===== config.mk =====
export PLATFORM = sky130hd
export DESIGN_NAME = circle_coverage_mask_pixel_core_flat
export DESIGN_NICKNAME = d
export VERILOG_FILES = /design/src/sv/ccm_pkg.sv /design/src/sv/ccm_ifs.sv /design/src/sv/circle_coverage_mask_pixel_core.sv /design/src/flat_wrapper.sv
export SDC_FILE = /design/constraint.sdc
export NUM_CORES = 2
export LEC_CHECK = 0
export BUFFER_PORTS_ARGS = -buffer_cell sky130_fd_sc_hd__buf_2
export CORE_MARGIN = 8
export CORE_UTILIZATION = 25
export DETAILED_ROUTE_END_ITERATION = 10
export PLACE_DENSITY = 0.35
export REMOVE_ABC_BUFFERS = 1
export SYNTH_ARGS = -nofsm -noshare
export SYNTH_HDL_FRONTEND = slang
export SYNTH_SLANG_ARGS = --single-unit

===== constraint.sdc =====
create_clock -name clock -period 10.3 [get_ports clock]
set_input_delay 2.06 -clock clock [delete_from_list [all_inputs] [get_ports clock]]
set_output_delay 2.06 -clock clock [all_outputs]
set_load 0.1 [all_outputs]

===== src/sv/ccm_pkg.sv =====
`default_nettype none
package ccm_pkg;

   localparam int COORD_W  = 15;
   localparam int OFFS_W   = 16;
   localparam int SQ_W     = 31;
   localparam int D2_W     = 32;
   localparam int RADIUS_W = 14;
   localparam int R2_W     = 28;
   localparam int RB2_W    = 29;
   localparam int DVS_W    = 15;
   localparam int ALPHA_W  = 8;
   localparam int CSR_IDX_W  = 2;
   localparam int CSR_DATA_W = 15;

   localparam logic [RADIUS_W-1:0] RADIUS_RST = 14'd1;
   localparam logic [ALPHA_W-1:0]  ALPHA_FULL = 8'hFF;
   localparam logic [ALPHA_W-1:0]  ALPHA_NONE = 8'h00;

   typedef enum logic [CSR_IDX_W-1:0] {
      CSR_RADIUS   = 2'd0,
      CSR_CENTER_X = 2'd1,
      CSR_CENTER_Y = 2'd2,
      CSR_SMOOTH   = 2'd3
   } csr_index_type;

   // Where a pixel falls relative to the circle
   typedef enum logic [1:0] {
      CLS_OUTSIDE,
      CLS_INSIDE,
      CLS_RING
   } pix_class_type;

   typedef struct packed {
      logic [DVS_W-1:0] rem;
      logic             qbit;
   } div_step_type;

   // One restoring-division step; rem stays below the divisor
   function automatic div_step_type div_step(input logic [DVS_W-1:0] rem,
                                             input logic [DVS_W-1:0] dvs);
      logic [DVS_W:0] shifted;
      logic [DVS_W:0] diff;
      div_step_type   res;
      shifted = {rem, 1'b0};
      diff    = shifted - {1'b0, dvs};
      if (shifted >= {1'b0, dvs}) begin
         res.rem  = diff[DVS_W-1:0];
         res.qbit = 1'b1;
      end else begin
         res.rem  = shifted[DVS_W-1:0];
         res.qbit = 1'b0;
      end
      return res;
   endfunction

endpackage
`default_nettype wire


===== src/sv/ccm_ifs.sv =====
`default_nettype none
interface ccm_req_if;
   logic                                 valid;
   logic                                 ready;
   logic signed [ccm_pkg::COORD_W-1:0]   pixel_x;
   logic signed [ccm_pkg::COORD_W-1:0]   pixel_y;
   modport source (output valid, output pixel_x, output pixel_y, input ready);
   modport sink   (input valid, input pixel_x, input pixel_y, output ready);
endinterface

interface ccm_rsp_if;
   logic                          valid;
   logic                          ready;
   logic [ccm_pkg::ALPHA_W-1:0]   alpha;
   modport source (output valid, output alpha, input ready);
   modport sink   (input valid, input alpha, output ready);
endinterface

interface ccm_csr_if;
   logic                             valid;
   logic                             ready;
   logic [ccm_pkg::CSR_IDX_W-1:0]    index;
   logic [ccm_pkg::CSR_DATA_W-1:0]   data;
   modport source (output valid, output index, output data, input ready);
   modport sink   (input valid, input index, input data, output ready);
endinterface
`default_nettype wire


===== src/sv/circle_coverage_mask_pixel_core.sv =====
// Circle coverage mask, one pixel per clock.
// req_bus carries one pixel coordinate (pixel_x, pixel_y) per beat; rsp_bus
// returns its 8-bit mask alpha, one beat per request, in request order.
// csr_bus writes the radius, center_x, center_y and smooth_edge registers;
// it is always ready and is meant to be used only while the pipeline is empty.
// Throughput: one pixel per cycle while rsp_bus does not stall, set by the
// eight-stage pipeline: offsets, squaring multipliers, distance sum, ring
// compare, then four stages of two restoring-division steps each, the last
// feeding the output register. Radius squares come from a pair of registered
// multipliers. Reset (synchronous, active high) empties the pipeline and
// loads radius 1, center (0,0) and smoothing off.
// When rsp_bus stalls, each stage holds its beat only if the stage after it
// is full and stalled, so bubbles are squeezed out and req_bus keeps taking
// beats until all eight stages are full; nothing is dropped or repeated.
`default_nettype none
module circle_coverage_mask_pixel_core (
   input wire logic   clock,
   input wire logic   reset,
   ccm_req_if.sink    req_bus,
   ccm_rsp_if.source  rsp_bus,
   ccm_csr_if.sink    csr_bus
);
   import ccm_pkg::*;

   // Configuration registers
   logic [RADIUS_W-1:0]       radius_ff;
   logic signed [COORD_W-1:0] center_x_ff;
   logic signed [COORD_W-1:0] center_y_ff;
   logic                      smooth_ff;
   logic [R2_W-1:0]           r2_ff,  r2_in;
   logic [RB2_W-1:0]          rb2_ff, rb2_in;
   logic [DVS_W-1:0]          dvs;

   assign csr_bus.ready = 1'b1;

   always_ff @(posedge clock) begin
      if (reset) begin
         radius_ff   <= RADIUS_RST;
         center_x_ff <= '0;
         center_y_ff <= '0;
         smooth_ff   <= 1'b0;
      end else if (csr_bus.valid) begin
         case (csr_index_type'(csr_bus.index))
            CSR_RADIUS:   radius_ff   <= csr_bus.data[RADIUS_W-1:0];
            CSR_CENTER_X: center_x_ff <= csr_bus.data;
            CSR_CENTER_Y: center_y_ff <= csr_bus.data;
            CSR_SMOOTH:   smooth_ff   <= csr_bus.data[0];
            default: ;
         endcase
      end
   end

   // Radius squares follow the radius in the next cycle. The user must write
   // only while the pipeline is empty (unchecked), so stage 4 sees them settled.
   always_comb begin
      r2_in  = R2_W'(radius_ff) * R2_W'(radius_ff);
      rb2_in = (RB2_W'(radius_ff) + RB2_W'(1)) * (RB2_W'(radius_ff) + RB2_W'(1));
   end

   always_ff @(posedge clock) begin
      r2_ff  <= r2_in;
      rb2_ff <= rb2_in;
   end

   // Divisor 2r+1
   assign dvs = {radius_ff, 1'b1};

   // Per-stage valid bits and advance enables
   logic [7:0] vld_ff;
   logic [7:0] adv;

   always_comb begin
      adv[7] = !vld_ff[7] || rsp_bus.ready;
      for (int k = 6; k >= 0; k--) begin
         adv[k] = !vld_ff[k] || adv[k+1];
      end
   end

   assign req_bus.ready = adv[0];

   always_ff @(posedge clock) begin
      if (reset) begin
         vld_ff <= '0;
      end else begin
         if (adv[0]) vld_ff[0] <= req_bus.valid;
         for (int k = 1; k < 8; k++) begin
            if (adv[k]) vld_ff[k] <= vld_ff[k-1];
         end
      end
   end

   // Stage 1: offsets from the center
   logic signed [OFFS_W-1:0] s1_dx_ff, s1_dx_in;
   logic signed [OFFS_W-1:0] s1_dy_ff, s1_dy_in;

   always_comb begin
      s1_dx_in = OFFS_W'(req_bus.pixel_x) - OFFS_W'(center_x_ff);
      s1_dy_in = OFFS_W'(req_bus.pixel_y) - OFFS_W'(center_y_ff);
   end

   always_ff @(posedge clock) begin
      if (adv[0]) begin
         s1_dx_ff <= s1_dx_in;
         s1_dy_ff <= s1_dy_in;
      end
   end

   // Stage 2: squares
   logic [SQ_W-1:0]        s2_sqx_ff, s2_sqx_in;
   logic [SQ_W-1:0]        s2_sqy_ff, s2_sqy_in;
   logic signed [2*OFFS_W-1:0] prod_x;
   logic signed [2*OFFS_W-1:0] prod_y;

   always_comb begin
      prod_x    = s1_dx_ff * s1_dx_ff;
      prod_y    = s1_dy_ff * s1_dy_ff;
      s2_sqx_in = prod_x[SQ_W-1:0];
      s2_sqy_in = prod_y[SQ_W-1:0];
   end

   always_ff @(posedge clock) begin
      if (adv[1]) begin
         s2_sqx_ff <= s2_sqx_in;
         s2_sqy_ff <= s2_sqy_in;
      end
   end

   // Stage 3: squared distance
   logic [D2_W-1:0] s3_d2_ff, s3_d2_in;

   assign s3_d2_in = D2_W'(s2_sqx_ff) + D2_W'(s2_sqy_ff);

   always_ff @(posedge clock) begin
      if (adv[2]) s3_d2_ff <= s3_d2_in;
   end

   // Stage 4: classify against r^2 and (r+1)^2, take the ring remainder
   pix_class_type    s4_cls_ff, s4_cls_in;
   logic [DVS_W-1:0] s4_rem_ff, s4_rem_in;
   logic [D2_W-1:0]  ring_diff;

   always_comb begin
      ring_diff = s3_d2_ff - D2_W'(r2_ff);
      s4_rem_in = ring_diff[DVS_W-1:0];
      if (s3_d2_ff >= D2_W'(rb2_ff)) begin
         s4_cls_in = CLS_OUTSIDE;
      end else if (s3_d2_ff <= D2_W'(r2_ff)) begin
         s4_cls_in = CLS_INSIDE;
      end else begin
         s4_cls_in = CLS_RING;
      end
   end

   always_ff @(posedge clock) begin
      if (adv[3]) begin
         s4_cls_ff <= s4_cls_in;
         s4_rem_ff <= s4_rem_in;
      end
   end

   // Stages 5 to 7: two quotient bits each
   div_step_type     s5_a, s5_b, s6_a, s6_b, s7_a, s7_b, s8_a, s8_b;
   pix_class_type    s5_cls_ff, s6_cls_ff, s7_cls_ff;
   logic [DVS_W-1:0] s5_rem_ff, s6_rem_ff, s7_rem_ff;
   logic [1:0]       s5_q_ff, s5_q_in;
   logic [3:0]       s6_q_ff, s6_q_in;
   logic [5:0]       s7_q_ff, s7_q_in;

   always_comb begin
      s5_a    = div_step(s4_rem_ff, dvs);
      s5_b    = div_step(s5_a.rem, dvs);
      s5_q_in = {s5_a.qbit, s5_b.qbit};
      s6_a    = div_step(s5_rem_ff, dvs);
      s6_b    = div_step(s6_a.rem, dvs);
      s6_q_in = {s5_q_ff, s6_a.qbit, s6_b.qbit};
      s7_a    = div_step(s6_rem_ff, dvs);
      s7_b    = div_step(s7_a.rem, dvs);
      s7_q_in = {s6_q_ff, s7_a.qbit, s7_b.qbit};
      s8_a    = div_step(s7_rem_ff, dvs);
      s8_b    = div_step(s8_a.rem, dvs);
   end

   always_ff @(posedge clock) begin
      if (adv[4]) begin
         s5_cls_ff <= s4_cls_ff;
         s5_rem_ff <= s5_b.rem;
         s5_q_ff   <= s5_q_in;
      end
      if (adv[5]) begin
         s6_cls_ff <= s5_cls_ff;
         s6_rem_ff <= s6_b.rem;
         s6_q_ff   <= s6_q_in;
      end
      if (adv[6]) begin
         s7_cls_ff <= s6_cls_ff;
         s7_rem_ff <= s7_b.rem;
         s7_q_ff   <= s7_q_in;
      end
   end

   // Stage 8: last two quotient bits, alpha into the output register.
   // On the ring, 255 - q is just the complement of q.
   logic [ALPHA_W-1:0] s8_alpha_ff, s8_alpha_in;
   logic [ALPHA_W-1:0] quot;

   always_comb begin
      quot = {s7_q_ff, s8_a.qbit, s8_b.qbit};
      case (s7_cls_ff)
         CLS_INSIDE: s8_alpha_in = ALPHA_FULL;
         CLS_RING:   s8_alpha_in = smooth_ff ? ~quot : ALPHA_NONE;
         default:    s8_alpha_in = ALPHA_NONE;
      endcase
   end

   always_ff @(posedge clock) begin
      if (adv[7]) s8_alpha_ff <= s8_alpha_in;
   end

   assign rsp_bus.valid = vld_ff[7];
   assign rsp_bus.alpha = s8_alpha_ff;

endmodule
`default_nettype wire

===== src/flat_wrapper.sv =====
// flat-port wrapper written by rule: the top's interface ports become plain ports
module circle_coverage_mask_pixel_core_flat import ccm_pkg::*;
  (clock, reset, req_bus_valid, req_bus_pixel_x, req_bus_pixel_y, req_bus_ready, rsp_bus_valid, rsp_bus_alpha, rsp_bus_ready, csr_bus_valid, csr_bus_index, csr_bus_data, csr_bus_ready);
  ccm_req_if req_bus_i ();
  ccm_rsp_if rsp_bus_i ();
  ccm_csr_if csr_bus_i ();
  input wire logic clock;
  input wire logic reset;
  input wire logic [$bits(req_bus_i.valid)-1:0] req_bus_valid;
  input wire logic [$bits(req_bus_i.pixel_x)-1:0] req_bus_pixel_x;
  input wire logic [$bits(req_bus_i.pixel_y)-1:0] req_bus_pixel_y;
  output wire logic [$bits(req_bus_i.ready)-1:0] req_bus_ready;
  output wire logic [$bits(rsp_bus_i.valid)-1:0] rsp_bus_valid;
  output wire logic [$bits(rsp_bus_i.alpha)-1:0] rsp_bus_alpha;
  input wire logic [$bits(rsp_bus_i.ready)-1:0] rsp_bus_ready;
  input wire logic [$bits(csr_bus_i.valid)-1:0] csr_bus_valid;
  input wire logic [$bits(csr_bus_i.index)-1:0] csr_bus_index;
  input wire logic [$bits(csr_bus_i.data)-1:0] csr_bus_data;
  output wire logic [$bits(csr_bus_i.ready)-1:0] csr_bus_ready;
  assign req_bus_i.valid = req_bus_valid;
  assign req_bus_i.pixel_x = req_bus_pixel_x;
  assign req_bus_i.pixel_y = req_bus_pixel_y;
  assign req_bus_ready = req_bus_i.ready;
  assign rsp_bus_valid = rsp_bus_i.valid;
  assign rsp_bus_alpha = rsp_bus_i.alpha;
  assign rsp_bus_i.ready = rsp_bus_ready;
  assign csr_bus_i.valid = csr_bus_valid;
  assign csr_bus_i.index = csr_bus_index;
  assign csr_bus_i.data = csr_bus_data;
  assign csr_bus_ready = csr_bus_i.ready;
  circle_coverage_mask_pixel_core u_core (.clock(clock), .reset(reset), .req_bus(req_bus_i), .rsp_bus(rsp_bus_i), .csr_bus(csr_bus_i));
endmodule

Word-level counts from Yosys, hierarchy flattened:

Cells that the tools add are included.

* add/sub/neg operators: 12
* multiply operators: 4
* $lt $le $gt $ge: 10
* equality and inequality tests: 5
* multiplexer cells: 11
* bitwise operators: 1
* reduce and logical (&&, ||, !) cells: 21

Operators by type and width (number)
* 16-bit by 15-bit greater-or-equal comparator with 1-bit output: 8
* 15-bit subtractor: 8
* 16-bit two-way mux: 7
* 16-bit by 16-bit multiplier with 31-bit output: 2
* 31-bit by 31-bit adder with 32-bit output: 1
* 32-bit by 29-bit greater-or-equal comparator with 1-bit output: 1
* 32-bit by 28-bit <= comparator with 1-bit output: 1
* 15-bit by 15-bit subtractor with 16-bit output: 2
* 29-bit by 29-bit multiplier with 29-bit output: 1
* 14-bit by 14-bit multiplier with 28-bit output: 1
* 8-bit one-hot mux with 2 select lines: 1
* 14-bit by 1-bit adder with 15-bit output, second input constant: 1
* 1-bit logical NOT: 8
* 1-bit logical OR: 8
* 8-bit two-way mux: 1
* 8-bit NOT: 1
* 2-bit AND reduction: 4
* 2-bit equality test, second input constant: 3
* 2-bit by 1-bit equality test with 1-bit output, second input constant: 2
* 2-bit logical NOT: 1
* 2-bit two-way mux: 1
* 1-bit two-way mux: 1

* bits in registers: 324
* output and inout port bits: 11
* word-level logic and storage cells: 98

Depth between registers and ports, before layout:

* depth after elaboration: 9
* mapped depth: 30
* mapped depth without buffers: 29

Worst setup path before layout:

OpenSTA, ideal clock, no wires.

* path type: input-to-output
* start point: input rsp_bus_ready
* end point: output req_bus_ready
* arrival time: 5.928 ns
* data required time: 8.240 ns
* path slack: 2.312 ns
* stages on the path: 6
* buffers on the path: 1
* cell sequence: nor2b_1 and2_1 and3_1 clkbuf_1 nand4_1 or2_2

* cells in the longest elaborated chain, start to end: 8

Ends and longest elaborated chain
* start, declared: RTL line flat_wrapper.sv:15 `input wire logic [$bits(rsp_bus_i.ready)-1:0] rsp_bus_ready;`
* 1-bit logical OR: RTL line circle_coverage_mask_pixel_core.sv:73 `adv[7] = !vld_ff[7] || rsp_bus.ready;`
* 1-bit logical OR (6 in series): RTL line circle_coverage_mask_pixel_core.sv:75 `adv[k] = !vld_ff[k] || adv[k+1];`
* net u_core.adv[1]: RTL line circle_coverage_mask_pixel_core.sv:70 `logic [7:0] adv;`
* 1-bit logical OR: RTL line circle_coverage_mask_pixel_core.sv:75
* end, declared: RTL line flat_wrapper.sv:12 `output wire logic [$bits(req_bus_i.ready)-1:0] req_bus_ready;`

The timed path passes the listed nets, and every way through them passes these cells.

Final worst setup path:

* start point: register u_core.radius_ff[0]
* end point: register u_core.rb2_ff[28]

* cells in the longest elaborated chain, start to end: 2

Ends and longest elaborated chain
* start, declared: RTL line circle_coverage_mask_pixel_core.sv:26 `logic [RADIUS_W-1:0] radius_ff;`
* start signal, assigned: RTL line circle_coverage_mask_pixel_core.sv:44 `CSR_RADIUS: radius_ff <= csr_bus.data[RADIUS_W-1:0];`
* 14-bit by 1-bit adder with 15-bit output: RTL line circle_coverage_mask_pixel_core.sv:57 `rb2_in = (RB2_W'(radius_ff) + RB2_W'(1)) * (RB2_W'(radius_ff) + RB2_W'(1));`
* 29-bit by 29-bit multiplier with 29-bit output: RTL line circle_coverage_mask_pixel_core.sv:57
* net u_core.rb2_in[28]: RTL line circle_coverage_mask_pixel_core.sv:31 `logic [RB2_W-1:0] rb2_ff, rb2_in;`
* end signal, assigned: RTL line circle_coverage_mask_pixel_core.sv:62 `rb2_ff <= rb2_in;`
* end, declared: RTL line circle_coverage_mask_pixel_core.sv:31

The timed path passes the listed nets, and every way through them passes these cells.
A chain may end at the register's enable or synchronous reset.

==> impl_metrics.env <==
export IMPL_clock_latency_ns=0.61
export IMPL_grt_overflow_total=0
export IMPL_timing_final_crit_share=0.8231
export IMPL_hold_viol_final=0
export IMPL_multiInputGateArea_sq_um=34830
export IMPL_min_delay_start="u_core.s6_cls_ff[1]"
export IMPL_ys_warn_count=0
export IMPL_top_level_ports=63
export IMPL_worst_clock_skew_ns=0.02746
export IMPL_seq_area_sq_um=8528
export IMPL_die_h_um=453.3
export IMPL_vias=33110
export IMPL_grt_max_degree=62
export IMPL_clockBufferDepth=3
export IMPL_ys_flop_type="edfxtp_1"
export IMPL_utilization=0.2775
export IMPL_cts_sinks=320
export IMPL_areaGrowthSynthToFinish_pct=10.37
export IMPL_die_width_um=453.3
export IMPL_ys_ff_latch=320
export IMPL_root_buffer="clkbuf_16"
export IMPL_synthAdderAreaFrac=0.4523
export IMPL_final_setup_viol_count=0
export IMPL_critPathLaunch="u_core.radius_ff[0]"
export IMPL_grtUsageTotal=0.1393
export IMPL_antenna_left=0
export IMPL_num_antenna_cells=0
export IMPL_synth_cells=5040
export IMPL_cts_resized=0
export IMPL_synth_compound_area_frac=0.09322
export IMPL_fill_cells=20310
export IMPL_drive_gt1_frac=0.04540
export IMPL_synth_distinct_cells=85
export IMPL_cp_start_kind="flip-flop"
export IMPL_port_buffers=61
export IMPL_crit_path_end_kind="flip-flop"
export IMPL_initialDrtViolationCount=1454
export IMPL_cts_hold_buf=0
export IMPL_cts_tree="done"
export IMPL_r2r_start="u_core.radius_ff[0]"
export IMPL_ys_seq_area_frac=0.1784
export IMPL_path_max_fanout=9
export IMPL_final_common_cell="inv_1"
export IMPL_synth_area_sq_um=47810
export IMPL_critPathRequiredTime_ns=10.77
export IMPL_synth_avg_cell_area_sq_um=9.486
export IMPL_max_freq_ghz=0.1180
export IMPL_crit_type="flip-flop to flip-flop"
export IMPL_first_pass_iters=5
export IMPL_synth_xor_area_frac=0.04690
export IMPL_setup_tns_ns=0
export IMPL_dp_hpwl_um=117700
export IMPL_max_slew_margin_rel=0.2769
export IMPL_vias_per_cell=4.332
export IMPL_synthSimpleGateAreaFrac=0.1169
export IMPL_grt_pass1_vias=36270
export IMPL_wire_per_inst_um=18.42
export IMPL_core_sq_um=190200
export IMPL_async_flop_share=0
export IMPL_synth_edf_count=212
export IMPL_cts_buffers=44
export IMPL_place_gp_congestion=0.7922
export IMPL_hp_class="flip-flop to flip-flop"
export IMPL_final_cell_mix="inv_1 (1078), fa_1 (727), ha_1 (565)"
export IMPL_synth_top_family_by_area="adder cells"
export IMPL_start_util=0.2514
export IMPL_drv_cap=0
export IMPL_synth_mux_area_frac=0.01785
export IMPL_die_area_sq_um=205500
export IMPL_slew_violations=0
export IMPL_run_status="completed"
export IMPL_cts_setup_buffers=0
export IMPL_cts_max_level=2
export IMPL_cp_arrival_ns=8.95
export IMPL_rsz0062_at_grt="false"
export IMPL_drt_total_wl_um=140800
export IMPL_antenna_found_initial=2
export IMPL_drcViolationCount=0
export IMPL_rows=160
export IMPL_tightest_slew_ns=1.057
export IMPL_period_needed_ns=8.478
export IMPL_grt_pass1_wl_um=220800
export IMPL_fin_nets=6440
export IMPL_cts_clk_slew_worst_paths_ns=0.06
[kinds of logic (layout without fill, tap and decap cells)]
family          after synthesis  after routing
other cells                   2             10
xor+xnor                    256            256
compound gates              691            691
flops                       320            320
simple gates               1209           1209
buf+inv                    1193           1277
fa+ha+maj                  1292           1292
mux                          77             77
[area by class of cell]
cell class / instances / area share
Clock buffer: 62 / 0.02407
Clock inverter: 20 / 0.005145
Inverter: 1089 / 0.07746
Multi-Input combinational cell: 3535 / 0.6600
Sequential cell: 320 / 0.1616
Tap cell: 2511 / 0.05954
Timing Repair Buffer: 106 / 0.01219
[routing by layer]
layer,wire (um),track usage,up-vias
met4,4226,0.03812,0
met1,64320,0.1833,16400
li1,-,-,16270
met5,0,0,-
met3,3335,0.01369,145
met2,68920,0.2436,294
[flip-flops by register name, summed over array words and instances, names as in the netlist, 4 cells and up]
name / flops
u_core.s3_d2_ff: 32
u_core.s2_sqx_ff: 30
u_core.s5_rem_ff: 15
u_core.rb2_ff: 28
u_core.s6_rem_ff: 15
u_core.center_x_ff: 15
u_core.rsp_bus.alpha: 8
u_core.radius_ff: 14
u_core.center_y_ff: 15
u_core.s4_rem_ff: 15
u_core.s2_sqy_ff: 30
u_core.s7_rem_ff: 15
u_core.r2_ff: 27
u_core.vld_ff: 8
u_core.s1_dx_ff: 16
u_core.s1_dy_ff: 16
u_core.s6_q_ff: 4
u_core.s7_q_ff: 6
[stage by stage]
| step | hold WS (ns) | setup slack (ns) | instance area (sq um) | std cells |
|---|---|---|---|---|
| 2_1_floorplan | 0.4003 | 2.402 | 47420 | 4944 |
| 3_3_place_gp | 0.4086 | 1.891 | 51230 | 7561 |
| 3_5_place_dp | 0.4072 | 1.832 | 51230 | 7561 |
| 4_1_cts | 0.4203 | 1.754 | 52770 | 7643 |
| 5_1_grt | 0.4198 | 1.250 | 52770 | 7643 |
| 6_report | 0.4174 | 1.822 | 52770 | 7643 |
[synthesized netlist by cell type, types with 14 or more instances]
| master | n | area, sq um |
|---|---|---|
| ha_1 | 565 | 7069 |
| nor3_1 | 70 | 350.3 |
| nor2_1 | 354 | 1329 |
| mux2_1 | 39 | 439.2 |
| o21a_1 | 56 | 420.4 |
| a21o_1 | 90 | 675.7 |
| nand2b_1 | 48 | 300.3 |
| o21ai_0 | 86 | 430.4 |
| dfxtp_1 | 108 | 2162 |
| nand3_1 | 56 | 280.3 |
| o211ai_1 | 15 | 112.6 |
| edfxtp_1 | 212 | 6366 |
| xnor2_1 | 196 | 1717 |
| a31oi_1 | 25 | 156.4 |
| clkbuf_1 | 92 | 345.3 |
| o21ai_1 | 35 | 175.2 |
| mux2_2 | 27 | 304.0 |
| and3_1 | 21 | 131.4 |
| and2_1 | 117 | 732.0 |
| a21oi_1 | 218 | 1091 |
| or3_1 | 18 | 112.6 |
| o21bai_1 | 22 | 165.2 |
| inv_1 | 1078 | 4046 |
| fa_1 | 727 | 14550 |
| nand2_1 | 394 | 1479 |
| nand4_1 | 29 | 181.4 |
| nor2b_1 | 44 | 275.3 |
| xor2_1 | 60 | 525.5 |
| nor4_1 | 14 | 87.58 |
| a211oi_1 | 30 | 225.2 |
[critical path, cell delays in order (launching register included)]
cell and delay (ns):
dfxtp_1 0.59, buf_4 0.24, ha_1 0.33, nand3_1 0.29, nor2_1 0.36, nand2_1 0.11, xnor2_1 0.60, inv_1 0.40
nor2_1 0.27, inv_1 0.08, fa_1 0.39, fa_1 0.51, fa_1 0.56, inv_1 0.05, fa_1 0.46, fa_1 0.50
inv_1 0.05, fa_1 0.48, inv_1 0.04, ha_1 0.35, a211oi_1 0.25, nand2_1 0.08, a21oi_1 0.32, nor3_1 0.15
o41ai_1 0.54, mux2i_1 0.24, nand4_1 0.10
[final timing paths]
check / end / slack [ns] / cells after the start
max reg2reg: u_core.rb2_ff[28] / 1.82 / 26
max: u_core.rb2_ff[28] / 1.82 / 26
min reg2reg: u_core.s7_cls_ff[1] / 0.42 / 0
min: u_core.s7_cls_ff[1] / 0.42 / 0
Power is not shown: default switching activity piles up to over one toggle a cycle in this logic, so the estimate is an artifact.
